### src/rtl/pncs_div.sv
// Iterative restoring divider with a saturating quotient, one bit per cycle.
// Uses no package items; instantiated by the top level.

module pncs_div #(
   parameter int NUM_W = 40,
   parameter int DEN_W = 18,
   parameter int QUO_W = 19
) (
   input  logic             clock,
   input  logic             reset,
   input  logic             start,
   input  logic [NUM_W-1:0] num,
   input  logic [DEN_W-1:0] den,
   output logic             done,
   output logic [QUO_W-1:0] quot
);

   localparam int CMP_W = (NUM_W > DEN_W + QUO_W) ? NUM_W : DEN_W + QUO_W;
   localparam int CNT_W = $clog2(QUO_W + 1);

   logic [DEN_W:0]   rem_ff;
   logic [QUO_W-1:0] lo_ff;
   logic [QUO_W-1:0] quot_ff;
   logic [DEN_W-1:0] den_ff;
   logic [CNT_W-1:0] cnt_ff;
   logic             run_ff;
   logic             done_ff;

   logic             sat;
   logic [DEN_W+1:0] rem_sh;
   logic             fits;
   logic [DEN_W+1:0] rem_sub;

   always_comb begin
      sat     = (CMP_W'(num) >= (CMP_W'(den) << QUO_W));
      rem_sh  = {rem_ff, lo_ff[QUO_W-1]};
      fits    = (rem_sh >= {2'b00, den_ff});
      rem_sub = rem_sh - {2'b00, den_ff};
   end

   // Control: saturated quotients finish at once
   always_ff @(posedge clock) begin
      if (reset) begin
         run_ff  <= 1'b0;
         done_ff <= 1'b0;
         cnt_ff  <= '0;
      end else begin
         done_ff <= 1'b0;
         if (start) begin
            run_ff  <= ~sat;
            done_ff <= sat;
            cnt_ff  <= CNT_W'(QUO_W);
         end else if (run_ff) begin
            cnt_ff <= cnt_ff - 1'b1;
            if (cnt_ff == CNT_W'(1)) begin
               run_ff  <= 1'b0;
               done_ff <= 1'b1;
            end
         end
      end
   end

   // Datapath
   always_ff @(posedge clock) begin
      if (start) begin
         rem_ff  <= (DEN_W + 1)'(num >> QUO_W);
         lo_ff   <= num[QUO_W-1:0];
         den_ff  <= den;
         quot_ff <= sat ? '1 : '0;
      end else if (run_ff) begin
         rem_ff  <= fits ? rem_sub[DEN_W:0] : rem_sh[DEN_W:0];
         lo_ff   <= lo_ff << 1;
         quot_ff <= {quot_ff[QUO_W-2:0], fits};
      end
   end

   assign done = done_ff;
   assign quot = quot_ff;

endmodule

### config.mk
export PLATFORM = sky130hd
export DESIGN_NAME = pncs_div
export DESIGN_NICKNAME = d
export VERILOG_FILES = /design/src/rtl/pncs_div.sv
export SDC_FILE = /design/constraint.sdc
export NUM_CORES = 1
export LEC_CHECK = 0
export BUFFER_PORTS_ARGS = -buffer_cell sky130_fd_sc_hd__buf_2
export CORE_ASPECT_RATIO = 0.75
export CORE_UTILIZATION = 54
export DETAILED_ROUTE_END_ITERATION = 10
export PLACE_DENSITY = 0.77
export SLEW_MARGIN = 0
export SYNTH_ARGS = -nofsm -noshare
export SYNTH_HDL_FRONTEND = slang
export SYNTH_SLANG_ARGS = --single-unit
### constraint.sdc
create_clock -name clock -period 2.9 [get_ports clock]
set_input_delay 0.29 -clock clock [delete_from_list [all_inputs] [get_ports clock]]
set_output_delay 0.29 -clock clock [all_outputs]
set_load 0.05 [all_outputs]
==> impl_metrics.toml, run 1 <==
[critical_path]
r2r-start = "lo_ff[18]"
cp.arrival_ps = 2910
crit_path_start_kind = "register"
path_buf_inv = 1
path_cells = "inv_1 -> ha_1 -> fa_1 -> nor2b_4 -> o31a_4 -> o21ai_2 -> a21oi_2 -> a31oi_2 -> and4_1 -> a221o_1"
cp-startpoint = "lo_ff[18]"
critPathKind = "register to register"
required_ps = 2990
worstPathMaxFanout = 7
endpoint_kind = "register"
crit_family = "compound AO/OA/AOI/OAI gates"
cp_slowest_cell = "fa_1"
critPathMaxStageDelay_ps = 460

[floorplan]
die_w_microns = 114
dieHeight_microns = 86.3
core_area_sq_um = 9120
ios = 81
rows = 30
fp.dieArea_sq_um = 9880
initial_core_util_pct = 56.1

[synthesis]
synth_edf_count = 75
yosysWarnings = 0
syn_inst = 490
ys.flop_type = "edfxtp_1"
syn-num-nets = 590
seq_area_frac_synth_pct = 46.7
ys_async_sr_fraction_pct = 0
yosysUniqueCellTypes = 68
ys_ff_latch = 82
syn_area_sq_um = 5120
avgSynthCellArea_sq_um = 10.4

[place]
hpwl_microns = 9180
io_buffer_count = 80
dp_cells = 692
gp_congestion = 0.985
pre_cts_slack_ps = 10.5

[timing]
worst-slew-pin-transition_ps = 633
period_needed_ps = 2820
final-hold-violation-count = 0
finalMaxSlewViolations = 0
final-setup-viol-count = 0
fmax_mhz = 355
slew_headroom_pct = 57.5
post-route-period-util_pct = 97.2
fin_ws_ps = 80.9
rsz0062_at_grt = "true"
final.setup_skew_ps = 5.12

[cells_and_area]
layout_commonest_cell = "buf_2"
mostFrequentLayoutCells = "80 x buf_2, 75 x edfxtp_1, 57 x nor2_1"
drive_above_1_share_pct = 26.1
finalNonFillerCells = 712
final_nets = 678
area_growth_syn_to_layout_pct = 18.1

[global_route]
grt_max_degree = 52
grt_pass1_vias = 3977
grt_pass1_wl_microns = 19800
grt-ovfl-total = 0
antenna_found_initial = 0
grt_use_total_pct = 26.4

[worst_hold_path]
hold_path_class = "input port to register"
worstHoldStart = "den[7]"

[clocking]
cts_made_buffers = 9
clock_latency_ps = 340
clock-sinks = 82
cts_max_level = 3
cts_tree = "built"
cts_buffer_depth = 2
clkTransAtPathRegs_ps = 60
root_buffer = "clkbuf_16"

[power_and_ir_drop]
powerDensity_nw_per_um2 = 608
p_leak_nw = 2.50
p_total_mw = 3.67
irDropWorstVdd_mv = 0.312

[route]
first_pass_iters = 5
m1WireLength_microns = 5370
top_layer_used = "met4"
met2_length_microns = 5870
ant_nets = 0
drtIter0Drc = 458
wl_met3_microns = 1180
routed_wirelength_microns = 12600
wire_per_inst_microns = 17.7
via_per_inst = 5.90
vias = 4201
drc = 0

[run_status]
status = "finished clean"

[flow_run]
maxCapViolations = 0
[report_power, final]
group	total, mW	internal [mW]	switching (mW)
logic	1.03	0.429	0.604
registers	1.47	1.42	0.0505
clock network	1.17	0.673	0.495
total	3.67	2.52	1.15
[logic make-up after synthesis]
| logic type | after synthesis | synth area share, % |
|---|---|---|
| fa+ha+maj | 39 | 9.68 |
| flops | 82 | 46.7 |
| mux | 19 | 4.18 |
| simple gates | 147 | 14.6 |
| buf+inv | 66 | 5.62 |
| xor+xnor | 12 | 2.05 |
| compound gates | 125 | 17.1 |
[what timing repair did]
item	in CTS	in global routing
gates cloned	0	1
setup endpoints to repair	2	12
setup buffers	0	2
hold buffers	0	0
resized for setup	0	3
pin swaps	1	1
[worst reg2reg max path, stage by stage, from the launching register on]
cell and delay, ps:
edfxtp_1 360, inv_1 60, ha_1 230, fa_1 460, nor2b_4 150, o31a_4 150, o21ai_2 90, a21oi_2 280
a31oi_2 260, and4_1 270, a221o_1 260
[per-layer routing]
metal	vias up	GRT usage, %
met4	0	7.91
met5	-	0
met3	17	6.43
met2	213	42.2
li1	2017	-
met1	1954	35.8
[path summary, 6_finish.rpt]
path	cells past startpoint	endpoint	slack, ps
max	10	rem_ff[13]	80
min	1	den_ff[7]	130
max reg2reg	10	rem_ff[13]	80
min reg2reg	1	lo_ff[5]	550
[sequential cells by signal, indices dropped and copies added (netlist names)]
| register | cells |
|---|---|
| cnt_ff | 5 |
| den_ff | 18 |
| done | 1 |
| lo_ff | 19 |
| quot | 19 |
| rem_ff | 19 |
| run_ff | 1 |
[cell usage after synthesis, drive strengths merged, types with 11 or more instances]
cell	n	share of area, %
a21o	13	1.9
nor3	11	1.2
nor2	57	4.2
nand2	19	1.4
a21oi	26	2.7
edfxtp	75	44
inv	42	3.1
a31oi	16	2.4
o21ai	24	2.4
buf	15	1.9
ha	38	9.3
nand3	15	1.5
mux2	19	4.2
[stage by stage]
| stage | hold WS (ps) | cell area (sq um) | TNS, ps | util, % |
|---|---|---|---|---|
| finish | 134 | 6040 | 0 | 66.3 |
| global route | 129 | 6040 | -107 | 66.2 |
| CTS | 126 | 6000 | 0 | 65.8 |
| detailed placement | 482 | 5700 | 0 | 62.5 |
| global placement | 483 | 5700 | 0 | 62.5 |
| floorplan | 389 | 5120 | 0 | - |
[final cells by class]
cell class / count / area (sq um)
Tap cell: 128 / 160
Clock buffer: 9 / 225
Inverter: 43 / 161
Timing Repair Buffer: 99 / 556
Multi-Input combinational cell: 343 / 2470
Antenna cell: 1 / 2.50
Sequential cell: 82 / 2390
Fill cell: 705 / 3080
Clock inverter: 7 / 76.3
No activity file was read; power rests on OpenSTA's default activity.
==> run 2, diff against run 1 <==
--- a/config.mk
+++ b/config.mk
@@ -5,11 +5,12 @@
 export SDC_FILE = /design/constraint.sdc
 export NUM_CORES = 1
 export LEC_CHECK = 0
+export ABC_AREA = 1
 export BUFFER_PORTS_ARGS = -buffer_cell sky130_fd_sc_hd__buf_2
 export CORE_ASPECT_RATIO = 0.75
 export CORE_UTILIZATION = 54
 export DETAILED_ROUTE_END_ITERATION = 10
-export PLACE_DENSITY = 0.77
+export PLACE_DENSITY = 0.76
 export SLEW_MARGIN = 0
 export SYNTH_ARGS = -nofsm -noshare
 export SYNTH_HDL_FRONTEND = slang
==> run 2 against run 1 <==
  * Worst hold slack improved by 1.9 ps
  * Count of clock-buffer cells in the layout unchanged
  * Synthesized cell count increased by 45%
  * Power increased by 12%
  * First-iteration DRC count decreased by 17%
  * Via count increased by 11%
  * Sequential power increased by 4%
  * Sequential share of layout area decreased by 1.2 points
  * Wire length decreased by 0.10%
  * Critical path depth increased by 3
  * Setup slack improved by 310 ps
==> impl_metrics.toml, run 2 <==
[global_route]
grt_max_degree = 71
grt_pass1_vias = 4433
grt_util_met2_pct = 43.3
met1_usage_pct = 32.2
grtUsageMet3_pct = 5.61
grt_pass1_wl_microns = 20400
antenna_found_initial = 0
grt_use_total_pct = 25.2
grt-ovfl-total = 0
grt.busiest_layer = "met2"

[synthesis]
avgSynthCellArea_sq_um = 7.60
synth.area.top_cells = "edfxtp_1 42%, nand2_1 20%, ha_1 8.8%"
synth.most_common_cell = "nand2_1"
synth_compound_area_share_pct = 3.94
syn_area_sq_um = 5390
synth_top_family_by_area = "simple AND/OR/NAND/NOR gates"
ys_ff_latch = 82
yosys.area_share.xor_xnor_pct = 1.30
synthAdderAreaFrac_pct = 9.19
yosys.area.top_type_share_pct = 41.8
yosys.area_share.simple_pct = 31.6
yosysUniqueCellTypes = 37
syn_inst = 710
ys_async_sr_fraction_pct = 0
muxShareOfSynthArea_pct = 0
ys.flop_type = "edfxtp_1"
synth_edf_count = 75
syn-num-nets = 810
yosysWarnings = 0
seq_area_frac_synth_pct = 44.4
synth_largest_area_cell = "edfxtp_1"
synth_common_cells = "288 x nand2_1, 115 x inv_1, 75 x edfxtp_1, 46 x nor2_1, 41 x nand3_1"

[cells_and_area]
final_nets = 890
final_area_sq_um = 6230
fillers = 856
num_antenna_cells = 0
register_area_sq_um = 2390
drive_above_1_share_pct = 14.8
area_growth_syn_to_layout_pct = 15.6
multi_input_area_sq_um = 2480
mostFrequentLayoutCells = "287 x nand2_1, 115 x inv_1, 80 x buf_2"
layout_commonest_cell = "nand2_1"

[route]
drc = 0
wire_per_inst_microns = 13.5
via_per_inst = 5.05
first_pass_iters = 4
drtIter0Drc = 378
routed_wirelength_microns = 12600
vias = 4680
ant_nets = 0

[critical_path]
endpoint_kind = "register"
critPathKind = "register to register"
critPathMaxStageDelay_ps = 430
required_ps = 3110
worstPathMaxFanout = 24
crit_family = "simple AND/OR/NAND/NOR gates"
crit_path_start_kind = "register"
path_cells = "ha_1 -> fa_1 -> inv_1 -> nand3_1 -> nand3_2 -> nand2_1 -> nand3_2 -> nand2_4 -> nand2_4 -> nand2_2 -> nand2_1 -> nand2_1 -> nand2_1"
crit_path_frequent_cell = "nand2_1"
cp_slowest_cell = "fa_1"
cp.arrival_ps = 2710
path_buf_inv = 1

[place]
dpl_cell_area_sq_um = 5910
gp_congestion = 0.918
hpwl_microns = 9530
pre_cts_slack_ps = 434
io_buffer_count = 80

[clocking]
root_buffer = "clkbuf_16"
cts_tree = "built"
cts_made_buffers = 9
clock_latency_ps = 340
clkTransAtPathRegs_ps = 60
cts_buffer_depth = 2
cts_max_level = 3
ctsHoldBuffers = 0
clock-sinks = 82
cts_setup_buffers = 0
ctsResizeCount = 0

[timing]
post-route-period-util_pct = 86.4
final-hold-violation-count = 0
final-setup-viol-count = 0
fin_ws_ps = 395
finalMaxSlewViolations = 0
final.setup_skew_ps = 6.04
rsz0062_at_grt = "false"
slew_headroom_pct = 53.4
fmax_mhz = 399
worst_hold_slack_ps = 136
worst-slew-pin-transition_ps = 700
fin_setup_tns_ps = 0
period_needed_ps = 2510

[power_and_ir_drop]
irDropWorstVdd_mv = 0.415
powerDensity_nw_per_um2 = 658
p_leak_nw = 3.28

[floorplan]
dieHeight_microns = 88.5
die_w_microns = 117
core_area_sq_um = 9700
ios = 81
initial_core_util_pct = 55.6
rows = 31
fp.dieArea_sq_um = 10400

[run_status]
status = "finished clean"

[flow_run]
maxCapViolations = 0

[worst_hold_path]
hold_path_class = "input port to register"
## run 2: cell count changes in the layout (fill, tap and decap cells not counted), moves of 10 or more
| cell | before | now |
|---|---|---|
| nand2_1 | 19 | 287 |
| inv_1 | 42 | 115 |
| nand3_1 | 15 | 41 |
| mux2_2 | 19 | 0 |
| buf_4 | 18 | 4 |
| a21o_1 | 13 | 1 |
| a31oi_1 | 14 | 2 |
| nor2_1 | 57 | 46 |
| o21ai_0 | 21 | 11 |
## run 2: kinds of logic (layout without fill, tap and decap cells)
logic type	Yosys count	after routing
buffers and inverters	133	218
xor gates and xnor gates	8	8
adders and majority gates	39	39
DFF	82	82
and+or+nand+nor	409	409
AOI/OAI and AO/OA	39	39
## run 2: where the power goes
| group | switching (mW) | leakage [nW] | internal [mW] |
|---|---|---|---|
| Sequential | 0.0651 | 0.798 | 1.47 |
| Clock | 0.470 | 0.153 | 0.752 |
| Combinational | 0.886 | 2.33 | 0.458 |
## run 2: path summary, 6_finish.rpt
kind | start | to | slack (ps) | cells after the start
worst min register to register | cnt_ff[4] | cnt_ff[4] | 480 | 2
worst min-delay path | den[12] | den_ff[12] | 140 | 1
worst max-delay path | den_ff[0] | rem_ff[16] | 390 | 13
worst max register to register | den_ff[0] | rem_ff[16] | 390 | 13
## run 2: worst reg2reg max path: cells and delay by family (launching register included)
family	cells	cell delay [ps]
adders and majority gates	2	650
buffers and inverters	1	110
DFF	1	370
and+or+nand+nor	10	1240
## run 2: per-stage QoR
step / total power [mW] / instances / util (%)
2_1_floorplan: 2.56 / 710 / -
3_3_place_gp: 2.83 / 911 / 61.0
3_5_place_dp: 2.87 / 911 / 61.0
4_1_cts: 4.10 / 927 / 64.3
5_1_grt: 4.34 / 927 / 64.3
6_report: 4.10 / 927 / 64.3
## run 2: per-layer routing
layer  vias up  part of all wire [%]
li1       2403                     -
met1      2096                    45
met2       161                    46
met3        20                   6.8
met4         0                   1.7
met5         -                     0
## run 2: area by class of cell
cell class                      count  share of cell area [%]
Clock buffer                        9                    3.61
Clock inverter                      7                    1.51
Inverter                          118                    7.11
Multi-Input combinational cell    495                    39.8
Sequential cell                    82                    38.4
Tap cell                          132                    2.65
Timing Repair Buffer               84                    6.90
==> run 3, diff against run 2 <==
--- a/config.mk
+++ b/config.mk
@@ -7,10 +7,12 @@
 export LEC_CHECK = 0
 export ABC_AREA = 1
 export BUFFER_PORTS_ARGS = -buffer_cell sky130_fd_sc_hd__buf_2
+export CELL_PAD_IN_SITES_DETAIL_PLACEMENT = 1
+export CELL_PAD_IN_SITES_GLOBAL_PLACEMENT = 1
 export CORE_ASPECT_RATIO = 0.75
-export CORE_UTILIZATION = 54
+export CORE_UTILIZATION = 42
 export DETAILED_ROUTE_END_ITERATION = 10
-export PLACE_DENSITY = 0.76
+export PLACE_DENSITY_LB_ADDON = 0.1
 export SLEW_MARGIN = 0
 export SYNTH_ARGS = -nofsm -noshare
 export SYNTH_HDL_FRONTEND = slang
==> run 3 against run 2 <==
  * Non-clock buffer count grew 2
  * Wire length up 17%
  * Sequential power hardly changed
  * Count of clock-buffer cells in the layout up 1
  * Combinational power rose by 4%
  * Final cell count rose by 3.9%
  * Largest power group unchanged
==> impl_metrics.toml, run 3 (synthesis gave the netlist of run 2 again) <==
[place]
dp_cells = 947
dpl_cell_area_sq_um = 6000
gp_congestion = 0.902
io_buffer_count = 80
hpwl_microns = 11600

[cells_and_area]
final_area_sq_um = 6300
area_growth_syn_to_layout_pct = 16.8
num_antenna_cells = 0
final_nets = 892
mostFrequentLayoutCells = "287 x nand2_1, 115 x inv_1, 80 x buf_2"
layout_commonest_cell = "nand2_1"
drive_above_1_share_pct = 15.1
finalNonFillerCells = 963

[critical_path]
endpoint_kind = "register"
critPathMaxStageDelay_ps = 430
path_buf_inv = 1
critPathKind = "register to register"
required_ps = 3100
worstPathMaxFanout = 24
cp.arrival_ps = 2730
crit_path_frequent_cell = "nand2_1"
cp_slowest_cell = "fa_1"
crit_family = "simple AND/OR/NAND/NOR gates"
crit_path_start_kind = "register"
path_cells = "ha_1 -> fa_1 -> inv_1 -> nand3_1 -> nand3_2 -> nand2_1 -> nand3_2 -> nand2_4 -> nand2_4 -> nand2_2 -> nand2_1 -> nand2_1 -> nand2_1"

[route]
first_pass_iters = 4
wire_per_inst_microns = 15.3
drtIter0Drc = 150
via_per_inst = 4.93
routed_wirelength_microns = 14700
drc = 0
ant_nets = 0
vias = 4745

[floorplan]
die_w_microns = 133
fp.dieArea_sq_um = 13300
core_area_sq_um = 12400
ios = 81
initial_core_util_pct = 43.5
rows = 35
dieHeight_microns = 100

[clocking]
clock_latency_ps = 340
cts_tree = "built"
clock-sinks = 82
cts_buffer_depth = 2
ctsHoldBuffers = 0
cts_max_level = 3
cts_made_buffers = 9
clkTransAtPathRegs_ps = 60
root_buffer = "clkbuf_16"
ctsResizeCount = 0
cts_setup_buffers = 0

[timing]
rsz0062_at_grt = "false"
fin_setup_tns_ps = 0
final.setup_skew_ps = 9.68
worst-slew-pin-transition_ps = 571
period_needed_ps = 2520
final-hold-violation-count = 0
finalMaxSlewViolations = 0
post-route-period-util_pct = 87.0
slew_headroom_pct = 61.9
final-setup-viol-count = 0
fmax_mhz = 396

[run_status]
status = "finished clean"

[flow_run]
maxCapViolations = 0

[global_route]
grt_max_degree = 51
grt-ovfl-total = 0
antenna_found_initial = 0
grt_use_total_pct = 23.6
grt_pass1_vias = 4937
grt_pass1_wl_microns = 24400

[power_and_ir_drop]
p_total_mw = 4.10
p_leak_nw = 3.29
powerDensity_nw_per_um2 = 651
irDropWorstVdd_mv = 0.324

[worst_hold_path]
hold_path_class = "input port to register"
run 3: changes by cell type in the layout (fill, tap and decap cells not counted):
cell / delta
clkbuf_1: +1
clkinvlp_4: +1
clkinv_2: -1
clkinv_1: -1
bufinv_16: -1
clkinv_4: -1
inv_8: +1
buf_12: +2
inv_6: +1
run 3: final timing paths:
check	cells past startpoint	slack (ps)	startpoint	to
hold / removal	2	140	reset	cnt_ff[4]
hold reg to reg	2	480	cnt_ff[4]	cnt_ff[4]
setup reg to reg	13	380	den_ff[0]	rem_ff[11]
setup / recovery	13	380	den_ff[0]	rem_ff[11]
run 3: metrics by stage:
| step | hold WS [ps] | worst slack, ps | util, % |
|---|---|---|---|
| 2_1_floorplan | 359 | 671 | - |
| 3_3_place_gp | 457 | 524 | 48.4 |
| 3_5_place_dp | 471 | 429 | 48.4 |
| 4_1_cts | 126 | 398 | 50.8 |
| 5_1_grt | 129 | 166 | 50.8 |
| 6_report | 135 | 378 | 50.8 |
run 3: cell type report:
class	count	area, sq um
fill	1596	6090
multi-input combinational	495	2480
sequential	82	2390
timing repair buffer	86	470
inverter	118	443
clock buffer	10	229
tap	166	208
clock inverter	6	73.8
run 3: worst register-to-register path, stage by stage, from the launching register on:
cell,delay [ps]
edfxtp_1,380
ha_1,230
fa_1,430
inv_1,130
nand3_1,100
nand3_2,120
nand2_1,100
nand3_2,100
nand2_4,90
nand2_4,260
nand2_2,220
nand2_1,120
nand2_1,50
nand2_1,50
run 3: per-layer routing:
| layer | global-route usage (%) | routed length (microns) |
|---|---|---|
| met1 | 31.8 | 7180 |
| met2 | 39.1 | 6770 |
| met5 | 0 | 0 |
| met3 | 4.19 | 523 |
| met4 | 6.90 | 241 |
run 3: where the power goes:
part,internal (mW),leakage (nW),switching [mW]
combinational,0.468,2.35,0.927
clock,0.678,0.141,0.491
sequential,1.47,0.798,0.0678
total,2.62,3.29,1.49
