`src/rtl/pncs_isqrt.sv`:
```
// Iterative integer square root, two radicand bits per cycle.
// Uses no package items; instantiated by the top level.

module pncs_isqrt #(
   parameter int VALUE_W = 50
) (
   input  logic                 clock,
   input  logic                 reset,
   input  logic                 start,
   input  logic [VALUE_W-1:0]   value,
   output logic                 done,
   output logic [VALUE_W/2-1:0] root
);

   localparam int RW    = VALUE_W / 2;
   localparam int CNT_W = $clog2(RW + 1);

   logic [VALUE_W-1:0] val_ff;
   logic [RW+1:0]      rem_ff;
   logic [RW-1:0]      root_ff;
   logic [CNT_W-1:0]   cnt_ff;
   logic               run_ff;
   logic               done_ff;

   logic [RW+3:0] rem_sh;
   logic [RW+3:0] trial;
   logic [RW+3:0] rem_sub;
   logic          fits;

   // Bring down the next bit pair and try root*4+1
   always_comb begin
      rem_sh  = {rem_ff, val_ff[VALUE_W-1 -: 2]};
      trial   = {2'b00, root_ff, 2'b01};
      fits    = (rem_sh >= trial);
      rem_sub = rem_sh - trial;
   end

   // Control
   always_ff @(posedge clock) begin
      if (reset) begin
         run_ff  <= 1'b0;
         done_ff <= 1'b0;
         cnt_ff  <= '0;
      end else begin
         done_ff <= 1'b0;
         if (start) begin
            run_ff <= 1'b1;
            cnt_ff <= CNT_W'(RW);
         end else if (run_ff) begin
            cnt_ff <= cnt_ff - 1'b1;
            if (cnt_ff == CNT_W'(1)) begin
               run_ff  <= 1'b0;
               done_ff <= 1'b1;
            end
         end
      end
   end

   // Datapath
   always_ff @(posedge clock) begin
      if (start) begin
         val_ff  <= value;
         rem_ff  <= '0;
         root_ff <= '0;
      end else if (run_ff) begin
         val_ff  <= val_ff << 2;
         rem_ff  <= fits ? rem_sub[RW+1:0] : rem_sh[RW+1:0];
         root_ff <= {root_ff[RW-2:0], fits};
      end
   end

   assign done = done_ff;
   assign root = root_ff;

endmodule

```
`config.mk`:
```
export PLATFORM = sky130hd
export DESIGN_NAME = pncs_isqrt
export DESIGN_NICKNAME = d
export VERILOG_FILES = /design/src/rtl/pncs_isqrt.sv
export SDC_FILE = /design/constraint.sdc
export NUM_CORES = 1
export LEC_CHECK = 0
export BUFFER_PORTS_ARGS = -buffer_cell sky130_fd_sc_hd__buf_2
export CORE_AREA = 2 2 73 144
export DETAILED_ROUTE_END_ITERATION = 10
export DIE_AREA = 0 0 75 146
export PLACE_DENSITY = 0.81
export SYNTH_ARGS = -nofsm -noshare
export SYNTH_HDL_FRONTEND = slang
export SYNTH_SLANG_ARGS = --single-unit
```
`constraint.sdc`:
```
create_clock -name clock -period 4.6 [get_ports clock]
set_input_delay 0.23 -clock clock [delete_from_list [all_inputs] [get_ports clock]]
set_output_delay 0.23 -clock clock [all_outputs]
set_load 0.005 [all_outputs]
```
==> out/results.md, run 1 <==
| Stage | Item | Value |
|:---|:---|:---|
| power | PnR Total Power | 4030 µW |
| timing | Maximum clock skew at final layout | 10.0 ps |
| power | Clock Power Share | 0.186 |
| drt | Total wire length | 13100 µm |
| layout | Number of diodes added for antenna fixing | 0 |
| drt | Met3 wire length | 542 µm |
| drt | Detailed-route vias per instance | 5.87 |
| cts | Buffers from clock root to sink, at most | 2 |
| critical path | Critical path data required time | 4850 ps |
| drt | Met1 layer wirelength in the final routing | 4910 µm |
| layout | Footprint of the flip-flops and latches | 2680 µm² |
| power | Leakage power figure | 0.00275 µW |
| logic synthesis | Mean instance size in the synthesized netlist | 10.1 µm² |
| cts | Post-CTS clock slew at the launch and capture registers of the worst setup and hold paths | 80 ps |
| cts | CTS Hold Buffers Added | 0 |
| placed design | Placed Instances | 771 |
| logic synthesis | Biggest area consumer among synthesized cells | edfxtp_1 |
| drt | Number of search-and-repair iterations in the first detailed-routing pass | 5 |
| min path | Cell depth of the worst min-delay path | 2 |
| grt | Number of global-route vias before repair | 4694 |
| die | Area enclosed by the die boundary | 11000 µm² |
| timing | Final number of max-transition violations | 0 |
| timing | Total of endpoints with negative setup slack in the final report | 0 |
| cts | CTS Root Buffer Type | clkbuf_16 |
| logic synthesis | Number of standard cells after synthesis | 591 |
| layout | NumNets Final | 732 |
| cts | Clock tree from TritonCTS | done |
| drt | Highest routing layer actually used | met4 |
| grt | Number of antenna violations at the first check in global routing | 0 |
| critical path | Data arrival time of the critical path | 3650 ps |
| critical path | Setup slack, reg-to-reg | 1200 ps |
| layout | Leading cell type in the layout, fill and taps excluded | buf_2 |
| logic synthesis | Yosys warning total | 0 |
| drt | Routed Antenna Nets | 0 |
| status | Result of the run | finished, final reports clean |
| cts | Later-pin clock latency in the skew report | 350 ps |
| drt | Via count | 4621 |
| logic synthesis | Area of the mapped netlist | 5980 µm² |
| placed design | Post-DP HPWL | 9310 µm |
| critical path | RR Startpoint | root[14] |
| logic synthesis | Async S/R FF share, synth | 0 |
| die | DIE WIDTH | 75 µm |
| min path | Hold-critical path endpoint | cnt_ff[4] |
| timing | Transition time of the tightest slew-check pin | 1220 ps |
| min path | Beginning of the worst hold path | reset |
| layout | Area growth syn-to-layout | 11.9% |
| min path | HP Class | in -> reg |
| grt | Pin count of the biggest net entering global routing | 94 |
| critical path | Endpoint of the worst-slack reg-to-reg timing path | rem_ff[12] |
| logic synthesis | Ranking of synthesized cells by area | edfxtp_1, dfxtp_1, mux2_2 |
| die | Num ports | 79 |
| timing | Final critical-path required period | 3400 ps |
| die | Row count | 51 |
| layout | Finished Core Util | 0.686 |
| drt | Average detailed-routed wire length per instance | 16.7 µm |
| grt | GRT Overall Usage | 0.252 |
| drt | Drc violations | 0 |
| grt | Global-route wire length before repair | 21500 µm |
| power | Power density of the placed cells | 602 nW/µm² |
| power | Combinational share of power | 0.506 |
| drt | Met2 wire length | 7200 µm |
| die | Core ar. | 9760 µm² |
| timing | Setup repair after global routing missed its margin | no |
| timing | Fraction of the cycle the final worst path needs | 0.739 |
| die | Vertical die dimension | 146 µm |
| power | P_sw | 1640 µW |
| logic synthesis | Top_reg_cell synth | dfxtp_1 |
| power | Internal power | 2390 µW |
| logic synthesis | Register area share after synthesis | 0.449 |
| critical path | Count of cells along the worst register-to-register path | 11 |
| drt | Iteration-0 DRC count of the detailed router | 306 |
| cts | Postcts setup bufs | 0 |
| critical path | Critical Path End Type | flip-flop |
| critical path | Maximum fanout encountered on the critical timing path | 14 |
| critical path | Category of the most critical setup path | reg -> reg |
| job | Number of max-cap violations | 0 |
| layout | Area of the multi-input gates | 2990 µm² |
| logic synthesis | EDFF count, synth | 50 |
| die | Initial cell density of the core | 0.613 |
| logic synthesis | Distinct cell type count after synthesis | 61 |
| power | Maximum VDD drop | 0.325 mV |
| logic synthesis | Number of synthesized register bits | 109 |
| timing | Maximum clock frequency | 294 MHz |
| logic synthesis | Mapped Nets | 673 |
| placed design | Weighted congestion at the end of routability-driven global placement | 0.947 |
| timing | Max-slew headroom at the worst pin | 0.188 |
| layout | Non-filler cells, final | 787 |
| cts | Max H-tree Level | 3 |
| cts | Resized cells post-CTS | 0 |
| layout | Fill cell instance count of the final layout | 773 |
| placed design | Count of input and output buffers | 78 |
| layout | Commonest non-fill, non-tap cells in the layout | buf_2, nor2_1, dfxtp_1 |
| timing | Aggregate negative setup slack | 0 ps |
| timing | Number of hold-slack violations in the final timing report | 0 |
| logic synthesis | Proportion of netlist area held by the largest area contributor | 0.251 |
| layout | Share of layout cells above drive strength 1 | 0.237 |
| critical path | Element type at the critical path start | flip-flop |
| power | Proportion of total power due to net switching | 0.408 |
| cts | # clock sinks | 109 |
| grt | Grt ovf | 0 |
| power | Proportion of power drawn by flip-flops and latches | 0.308 |
| cts | TritonCTS buffer count | 9 |
==> critical path: stages (launching register included) <==
cell and delay (ps):
dfxtp_1 390, inv_1 60, ha_1 390, a21oi_1 260, o21a_1 230, a21oi_1 80, o21a_1 170, o22a_2 260
a31oi_1 730, buf_4 360, nand2_1 80, a311oi_1 270
==> state kept, by name, summed over array words and instances, names as in the netlist <==
signal and flops:
root 25, cnt_ff 5, run_ff 1, rem_ff 27, done 1, val_ff 50
==> metrics by stage <==
stage | worst slack (ps) | area, µm² | hold slack (ps)
finish | 1200 | 6690 | 125
global route | 880 | 6690 | 126
CTS | 1210 | 6690 | 115
detailed placement | 1260 | 6410 | 450
global placement | 1380 | 6410 | 438
floorplan | 2020 | 5980 | 299
==> synth_stat cells (22+ instances only) <==
cell,n
mux2_2,48
nor2_1,59
ha_1,29
clkbuf_1,22
mux2i_1,32
dfxtp_1,59
nand2_1,45
inv_1,39
edfxtp_1,50
a21oi_1,23
==> power by group through the flow <==
stage | combinational [µW] | sequential, µW | clock, µW
floorplan | 1660 | 1230 | 0
detailed placement | 2000 | 1260 | 0
CTS | 2010 | 1240 | 757
global placement | 1950 | 1250 | 0
finish | 2040 | 1240 | 748
global route | 2240 | 1260 | 791
==> worst max-delay path by stage <==
| stage | start | to | slack [ps] |
|---|---|---|---|
| after floorplan | root[11] | rem_ff[24] | 2020 |
| after global placement | root[14] | rem_ff[5] | 1380 |
| after detailed placement | root[16] | rem_ff[3] | 1260 |
| after CTS | root[16] | rem_ff[3] | 1210 |
| after global routing | root[16] | rem_ff[3] | 880 |
| final | root[14] | rem_ff[12] | 1200 |
==> layout make-up <==
type                       instances  share of cell area
clock buffer                       9              0.0336
sequential                       109               0.401
clock inverter                     7             0.00916
multi-input combinational        409               0.447
timing repair buffer              81              0.0621
tap                              132              0.0247
inverter                          40              0.0224
==> cell families after synthesis <==
logic type,count (synthesis),synth area share
buffers and inverters,73,0.0510
adders and majority gates,29,0.0607
muxes,80,0.144
AOI/OAI and AO/OA,111,0.133
xor gates and xnor gates,21,0.0308
DFF,109,0.449
and+or+nand+nor,168,0.132
==> routing by layer <==
metal  up-vias  GRT usage
li1       2260          -
met1      2177      0.278
met2       149      0.434
met3        35     0.0429
met4         0      0.141
met5         -          0
Power figures use the tool's default switching activity.
==> run 2: changes to the inputs <==
Settings changed: CORE_AREA 2 2 73 144 to 2 2 75 149, DIE_AREA 0 0 75 146 to 0 0 77 151, PLACE_DENSITY 0.81 to 0.77.
Clock period 4.6 ns to 3.6 ns, I/O delays scaled along.
==> out/results.md, run 2 (synthesis gave the netlist of run 1 again) <==
| Stage | Item | Value | Change |
|:---|:---|:---|:---|
| grt | GRT Overall Usage | 0.235 | was 0.252 |
| drt | Highest routing layer actually used | met4 | unchanged |
| critical path | Critical path, cell by cell | inv_1, ha_1, nand4_1, nor3_2, a41o_1, a21oi_1, o21ai_0, a31o_2, nand2_1, a311oi_1 | was inv_1, ha_1, a21oi_1, o21a_1, a21oi_1, o21a_1, o22a_2, a31oi_1, buf_4, nand2_1, a311oi_1 |
| drt | Detailed-route vias per instance | 5.95 | was 5.87 |
| timing | Transition time of the tightest slew-check pin | 1020 ps | was 1220 ps |
| layout | Number of diodes added for antenna fixing | 0 | unchanged |
| drt | Met1 layer wirelength in the final routing | 4830 µm | was 4910 µm |
| grt | Pin count of the biggest net entering global routing | 62 | was 94 |
| job | Number of max-cap violations | 0 | unchanged |
| layout | Design Area, Final | 6720 µm² | was 6690 µm² |
| die | Initial cell density of the core | 0.571 | was 0.613 |
| power | Leakage power figure | 0.00278 µW | was 0.00275 µW |
| min path | HP Class | in -> reg | unchanged |
| critical path | Element type at the critical path start | flip-flop | unchanged |
| critical path | Crit path max-delay cell type | a31o_2 | was a31oi_1 |
| drt | Average detailed-routed wire length per instance | 16.7 µm | about the same |
| placed design | Placed inst area | 6430 µm² | was 6410 µm² |
| grt | Number of global-route vias before repair | 4823 | was 4694 |
| timing | Total of endpoints with negative setup slack in the final report | 0 | unchanged |
| drt | Routed Antenna Nets | 0 | unchanged |
| critical path | CP endpoint | rem_ff[12] | unchanged |
| layout | Footprint of the flip-flops and latches | 2680 µm² | unchanged |
| cts | Buffers from clock root to sink, at most | 2 | unchanged |
| drt | Met3 wire length | 586 µm | was 542 µm |
| timing | Maximum clock skew at final layout | 11.1 ps | was 10.0 ps |
| critical path | Crit path largest cell delay | 640 ps | was 730 ps |
| grt | Number of antenna violations at the first check in global routing | 0 | unchanged |
| cts | CTS Root Buffer Type | clkbuf_16 | unchanged |
| drt | Total wire length | 13300 µm | was 13100 µm |
| power | Power density of the placed cells | 772 nW/µm² | was 602 nW/µm² |
| critical path | Maximum fanout encountered on the critical timing path | 28 | was 14 |
| critical path | Data arrival time of the critical path | 3360 ps | was 3650 ps |
| timing | Number of hold-slack violations in the final timing report | 0 | unchanged |
| cts | Later-pin clock latency in the skew report | 360 ps | was 350 ps |
| drt | Number of search-and-repair iterations in the first detailed-routing pass | 5 | unchanged |
| grt | Grt ovf | 0 | unchanged |
| layout | Area of the multi-input gates | 2990 µm² | unchanged |
| status | Result of the run | finished, final reports clean | unchanged |
| die | Area enclosed by the die boundary | 11600 µm² | was 11000 µm² |
| critical path | Setup slack, reg-to-reg | 480 ps | was 1200 ps |
| cts | Clock tree from TritonCTS | done | unchanged |
| layout | Register with the most flip-flops | val_ff | unchanged |
| critical path | Crit path from | root[16] | was root[14] |
| die | Core ar. | 10500 µm² | was 9760 µm² |
| timing | Max-slew headroom at the worst pin | 0.314 | was 0.188 |
| cts | Postcts setup bufs | 0 | unchanged |
| timing | Fraction of the cycle the final worst path needs | 0.867 | was 0.739 |
| timing | Aggregate negative setup slack | 0 ps | unchanged |
| layout | Share of layout cells above drive strength 1 | 0.242 | was 0.237 |
| placed design | Count of input and output buffers | 78 | unchanged |
| layout | NumNets Final | 734 | was 732 |
| die | Vertical die dimension | 151 µm | was 146 µm |
| timing | Worst hold margin | 69.3 ps | was 125 ps |
| cts | Post-CTS clock slew at the launch and capture registers of the worst setup and hold paths | 80 ps | about the same |
| timing | Setup repair after global routing missed its margin | no | unchanged |
| drt | Iteration-0 DRC count of the detailed router | 249 | was 306 |
| power | PnR Total Power | 5190 µW | was 4030 µW |
| drt | Drc violations | 0 | unchanged |
| critical path | Category of the most critical setup path | reg -> reg | unchanged |
| critical path | Endpoint of the worst-slack reg-to-reg timing path | rem_ff[12] | unchanged |
| cts | CTS Hold Buffers Added | 0 | unchanged |
| critical path | RR Startpoint | root[16] | was root[14] |
| cts | # clock sinks | 109 | unchanged |
| grt | Global-route wire length before repair | 21800 µm | was 21500 µm |
| critical path | Critical Path End Type | flip-flop | unchanged |
| layout | Leading cell type in the layout, fill and taps excluded | buf_2 | unchanged |
| die | DIE WIDTH | 77 µm | was 75 µm |
| timing | Maximum clock frequency | 321 MHz | was 294 MHz |
| placed design | Weighted congestion at the end of routability-driven global placement | 0.915 | was 0.947 |
| layout | Flip-flop count of the largest register after layout | 50 | unchanged |
| layout | Commonest non-fill, non-tap cells in the layout | buf_2, nor2_1, dfxtp_1 | unchanged |
| layout | Finished Core Util | 0.642 | was 0.686 |
| cts | TritonCTS buffer count | 9 | unchanged |
| timing | Final critical-path required period | 3120 ps | was 3400 ps |
| timing | Final number of max-transition violations | 0 | unchanged |
| die | Row count | 53 | was 51 |
| cts | Resized cells post-CTS | 0 | unchanged |
| die | Num ports | 79 | unchanged |
| drt | Via count | 4727 | was 4621 |
| layout | Area growth syn-to-layout | 12.4% | was 11.9% |
| critical path | Count of cells along the worst register-to-register path | 10 | was 11 |
| layout | Fill cell instance count of the final layout | 897 | was 773 |
| power | Maximum VDD drop | 0.534 mV | was 0.325 mV |
| cts | Max H-tree Level | 3 | unchanged |
| drt | Met2 wire length | 7240 µm | was 7200 µm |
| placed design | Post-DP HPWL | 9600 µm | was 9310 µm |
| critical path | Critical path data required time | 3840 ps | was 4850 ps |
==> run 2: cell type report <==
class,instances,area share
inverters,40,0.0223
clock buffers,9,0.0335
multi-input cells,409,0.445
clock inverters,7,0.0101
well taps,137,0.0255
repair buffers,83,0.0640
flip-flops and latches,109,0.399
==> run 2: worst min path at each step <==
stage	from	to	slack, ps	depth (start not counted)
floorplan	reset	cnt_ff[0]	250	1
global placement	reset	run_ff	420	2
detailed placement	reset	run_ff	420	2
finish	reset	run_ff	70	2
global route	reset	run_ff	80	2
CTS	reset	run_ff	50	2
==> run 2: per-stage QoR <==
step / worst slack, ps / std cells
global route: 259 / 794
floorplan: 1020 / 591
CTS: 159 / 794
finish: 480 / 794
detailed placement: 216 / 778
global placement: 431 / 778
==> run 2: routing by layer <==
| layer | vias up | track usage |
|---|---|---|
| met2 | 172 | 0.448 |
| li1 | 2266 | - |
| met3 | 51 | 0.0411 |
| met4 | 0 | 0.147 |
| met1 | 2238 | 0.230 |
| met5 | - | 0 |
==> run 2: where the power goes <==
| part | switching [µW] | total [µW] | internal [µW] |
|---|---|---|---|
| Combinational | 1520 | 2620 | 1090 |
| Sequential | 111 | 1580 | 1470 |
| Clock | 497 | 986 | 489 |
==> run 2: critical path: cells and delay by family (launching register included) <==
family | cells | cell delay (ps)
AND/OR/NAND/NOR | 3 | 630
AO/OA/AOI/OAI | 5 | 1470
flip-flops | 1 | 370
buffers and inverters | 1 | 50
adder cells (fa/ha/maj) | 1 | 480
==> run 3: changes to the inputs <==
Settings changed: ABC_AREA set to 1, CORE_AREA 2 2 75 149 to 2 2 78 154, CTS_CLUSTER_SIZE set to 40, DIE_AREA 0 0 77 151 to 0 0 80 156.
==> out/results.md, run 3 <==
| Stage | Item | Value | Change |
|:---|:---|:---|:---|
| status | Result of the run | finished, final reports clean | unchanged |
| layout | Number of diodes added for antenna fixing | 0 | unchanged |
| placed design | Weighted congestion at the end of routability-driven global placement | 0.989 | was 0.915 |
| die | DIE WIDTH | 80 µm | was 77 µm |
| die | Area enclosed by the die boundary | 12500 µm² | was 11600 µm² |
| critical path | Category of the most critical setup path | reg -> reg | unchanged |
| critical path | RR Startpoint | root[14] | was root[16] |
| layout | Share of layout cells above drive strength 1 | 0.140 | was 0.242 |
| cts | Max H-tree Level | 3 | unchanged |
| drt | Average detailed-routed wire length per instance | 14.5 µm | was 16.7 µm |
| grt | Global-route wire length before repair | 27100 µm | was 21800 µm |
| logic synthesis | Proportion of netlist area held by the largest area contributor | 0.229 | was 0.251 |
| timing | Transition time of the tightest slew-check pin | 940 ps | was 1020 ps |
| critical path | Critical Path End Type | flip-flop | unchanged |
| logic synthesis | Mapped Nets | 1011 | was 673 |
| logic synthesis | Number of standard cells after synthesis | 929 | was 591 |
| logic synthesis | Async S/R FF share, synth | 0 | unchanged |
| timing | Aggregate negative setup slack | 0 ps | unchanged |
| timing | Total of endpoints with negative setup slack in the final report | 0 | unchanged |
| drt | Iteration-0 DRC count of the detailed router | 205 | was 249 |
| placed design | Count of input and output buffers | 78 | unchanged |
| placed design | Post-DP HPWL | 12600 µm | was 9600 µm |
| logic synthesis | Register area share after synthesis | 0.410 | was 0.449 |
| logic synthesis | Most frequent cell after synthesis | nand2_1 |  |
| logic synthesis | EDFF count, synth | 50 | unchanged |
| layout | NumNets Final | 1081 | was 734 |
| grt | Number of global-route vias before repair | 5905 | was 4823 |
| critical path | Critical path data required time | 3840 ps | about the same |
| drt | Drc violations | 0 | unchanged |
| power | Maximum VDD drop | 0.754 mV | was 0.534 mV |
| min path | HP Class | in -> reg | unchanged |
| layout | Register with the most flip-flops | val_ff | unchanged |
| die | Num ports | 79 | unchanged |
| layout | Commonest non-fill, non-tap cells in the layout | nand2_1, inv_1, buf_2 | was buf_2, nor2_1, dfxtp_1 |
| timing | Fraction of the cycle the final worst path needs | 0.700 | was 0.867 |
| die | Row count | 55 | was 53 |
| cts | Clock tree from TritonCTS | done | unchanged |
| die | Core ar. | 11300 µm² | was 10500 µm² |
| timing | Setup repair after global routing missed its margin | no | unchanged |
| drt | Total wire length | 16600 µm | was 13300 µm |
| min path | Cell depth of the worst min-delay path | 2 | unchanged |
| power | Leakage power figure | 0.00389 µW | was 0.00278 µW |
| cts | Later-pin clock latency in the skew report | 360 ps | about the same |
| critical path | Crit path from | root[14] | was root[16] |
| logic synthesis | Ranking of synthesized cells by area | edfxtp_1, nand2_1, dfxtp_1 | was edfxtp_1, dfxtp_1, mux2_2 |
| layout | Footprint of the flip-flops and latches | 2680 µm² | about the same |
| timing | Number of hold-slack violations in the final timing report | 0 | unchanged |
| job | Number of max-cap violations | 0 | unchanged |
| drt | Met3 wire length | 501 µm | was 586 µm |
| timing | Final critical-path required period | 2520 ps | was 3120 ps |
| logic synthesis | Distinct cell type count after synthesis | 43 | was 61 |
| layout | Finished Core Util | 0.648 | was 0.642 |
| layout | Area of the multi-input gates | 3170 µm² | was 2990 µm² |
| logic synthesis | Cell types with the highest counts after synthesis | nand2_1, inv_1, dfxtp_1, edfxtp_1, nor2_1 | was dfxtp_1, nor2_1, edfxtp_1, mux2_2, nand2_1 |
| logic synthesis | Mean instance size in the synthesized netlist | 7.05 µm² | was 10.1 µm² |
| drt | Routed Antenna Nets | 0 | unchanged |
| die | Initial cell density of the core | 0.580 | was 0.571 |
| die | Vertical die dimension | 156 µm | was 151 µm |
| cts | TritonCTS buffer count | 9 | unchanged |
| critical path | Maximum fanout encountered on the critical timing path | 45 | was 28 |
| logic synthesis | Top_reg_cell synth | dfxtp_1 | unchanged |
| power | Power density of the placed cells | 948 nW/µm² | was 772 nW/µm² |
| timing | Final number of max-transition violations | 0 | unchanged |
| cts | Post-CTS clock slew at the launch and capture registers of the worst setup and hold paths | 80 ps | about the same |
| cts | CTS Root Buffer Type | clkbuf_16 | unchanged |
| critical path | Count of cells along the worst register-to-register path | 14 | was 10 |
| timing | Max-slew headroom at the worst pin | 0.372 | was 0.314 |
| layout | Flip-flop count of the largest register after layout | 50 | unchanged |
| drt | Detailed-route vias per instance | 5.12 | was 5.95 |
| grt | Grt ovf | 0 | unchanged |
| cts | Postcts setup bufs | 0 | unchanged |
| grt | Number of antenna violations at the first check in global routing | 0 | unchanged |
| drt | Via count | 5869 | was 4727 |
| logic synthesis | Number of synthesized register bits | 109 | unchanged |
| cts | Buffers from clock root to sink, at most | 2 | unchanged |
| drt | Number of search-and-repair iterations in the first detailed-routing pass | 4 | was 5 |
| drt | Met1 layer wirelength in the final routing | 6080 µm | was 4830 µm |
| logic synthesis | Area of the mapped netlist | 6550 µm² | was 5980 µm² |
| layout | Fill cell instance count of the final layout | 1092 | was 897 |
| grt | GRT Overall Usage | 0.281 | was 0.235 |
| cts | # clock sinks | 109 | unchanged |
| critical path | Element type at the critical path start | flip-flop | unchanged |
| layout | Area growth syn-to-layout | 11.8% | was 12.4% |
| timing | Maximum clock skew at final layout | 7.32 ps | was 11.1 ps |
| layout | Leading cell type in the layout, fill and taps excluded | nand2_1 | was buf_2 |
| min path | Beginning of the worst hold path | reset | unchanged |
| logic synthesis | Biggest area consumer among synthesized cells | edfxtp_1 | unchanged |
| logic synthesis | Yosys warning total | 0 | unchanged |
| cts | Resized cells post-CTS | 0 | unchanged |
| drt | Highest routing layer actually used | met4 | unchanged |
| critical path | Data arrival time of the critical path | 2760 ps | was 3360 ps |
| cts | CTS Hold Buffers Added | 0 | unchanged |
| drt | Met2 wire length | 9030 µm | was 7240 µm |
| timing | Maximum clock frequency | 397 MHz | was 321 MHz |
| grt | Pin count of the biggest net entering global routing | 60 | was 62 |
[run 3: logic make-up after synthesis]
family | after synthesis | synth area share
buffers and inverters | 174 | 0.106
xor gates and xnor gates | 12 | 0.0161
AOI/OAI and AO/OA | 89 | 0.0782
DFF | 109 | 0.410
and+or+nand+nor | 516 | 0.334
adders and majority gates | 29 | 0.0554
[run 3: final timing paths]
| check | to | slack, ps |
|---|---|---|
| worst min register to register | rem_ff[2] | 480 |
| worst max-delay path | rem_ff[22] | 1080 |
| worst min-delay path | cnt_ff[4] | 30 |
| worst max register to register | rem_ff[22] | 1080 |
[run 3: worst max-delay path, stage by stage (launching register included)]
cell and delay (ps):
dfxtp_1 330, inv_1 70, ha_1 360, nand2_1 150, inv_1 50, nand2_1 60, nand2_1 100, nand2_1 80
nand2_1 70, a21oi_2 170, nand3_4 450, nor2_2 210, nor2_1 50, o21ai_1 160, nand2_1 80
[run 3: metal layers]
layer | global-route usage | up-vias
met5 | 0 | -
met4 | 0.169 | 0
met3 | 0.0498 | 62
met2 | 0.521 | 128
met1 | 0.280 | 2618
li1 | - | 3061
[run 3: layout make-up]
class | count | area share
clock inverter | 7 | 0.00906
inverter | 148 | 0.0759
sequential | 109 | 0.367
timing repair buffer | 85 | 0.0605
tap | 142 | 0.0243
clock buffer | 9 | 0.0308
multi-input combinational | 646 | 0.433
[run 3: through the flow]
| stage | instances | setup slack, ps | cell area, µm² | total power [µW] | hold slack [ps] |
|---|---|---|---|---|---|
| after floorplan | 929 | 1710 | 6550 | 5100 | 249 |
| after global placement | 1130 | 1130 | 7030 | 5890 | 396 |
| after detailed placement | 1130 | 1100 | 7030 | 5930 | 397 |
| after CTS | 1146 | 1070 | 7320 | 6930 | 12.3 |
| after global routing | 1146 | 844 | 7320 | 7580 | 27.9 |
| final | 1146 | 1080 | 7320 | 6930 | 34.8 |
[run 3: power breakdown]
group / internal (µW) / switching [µW] / total, µW
registers: 1480 / 109 / 1590
clock network: 486 / 501 / 987
logic: 1350 / 3010 / 4360
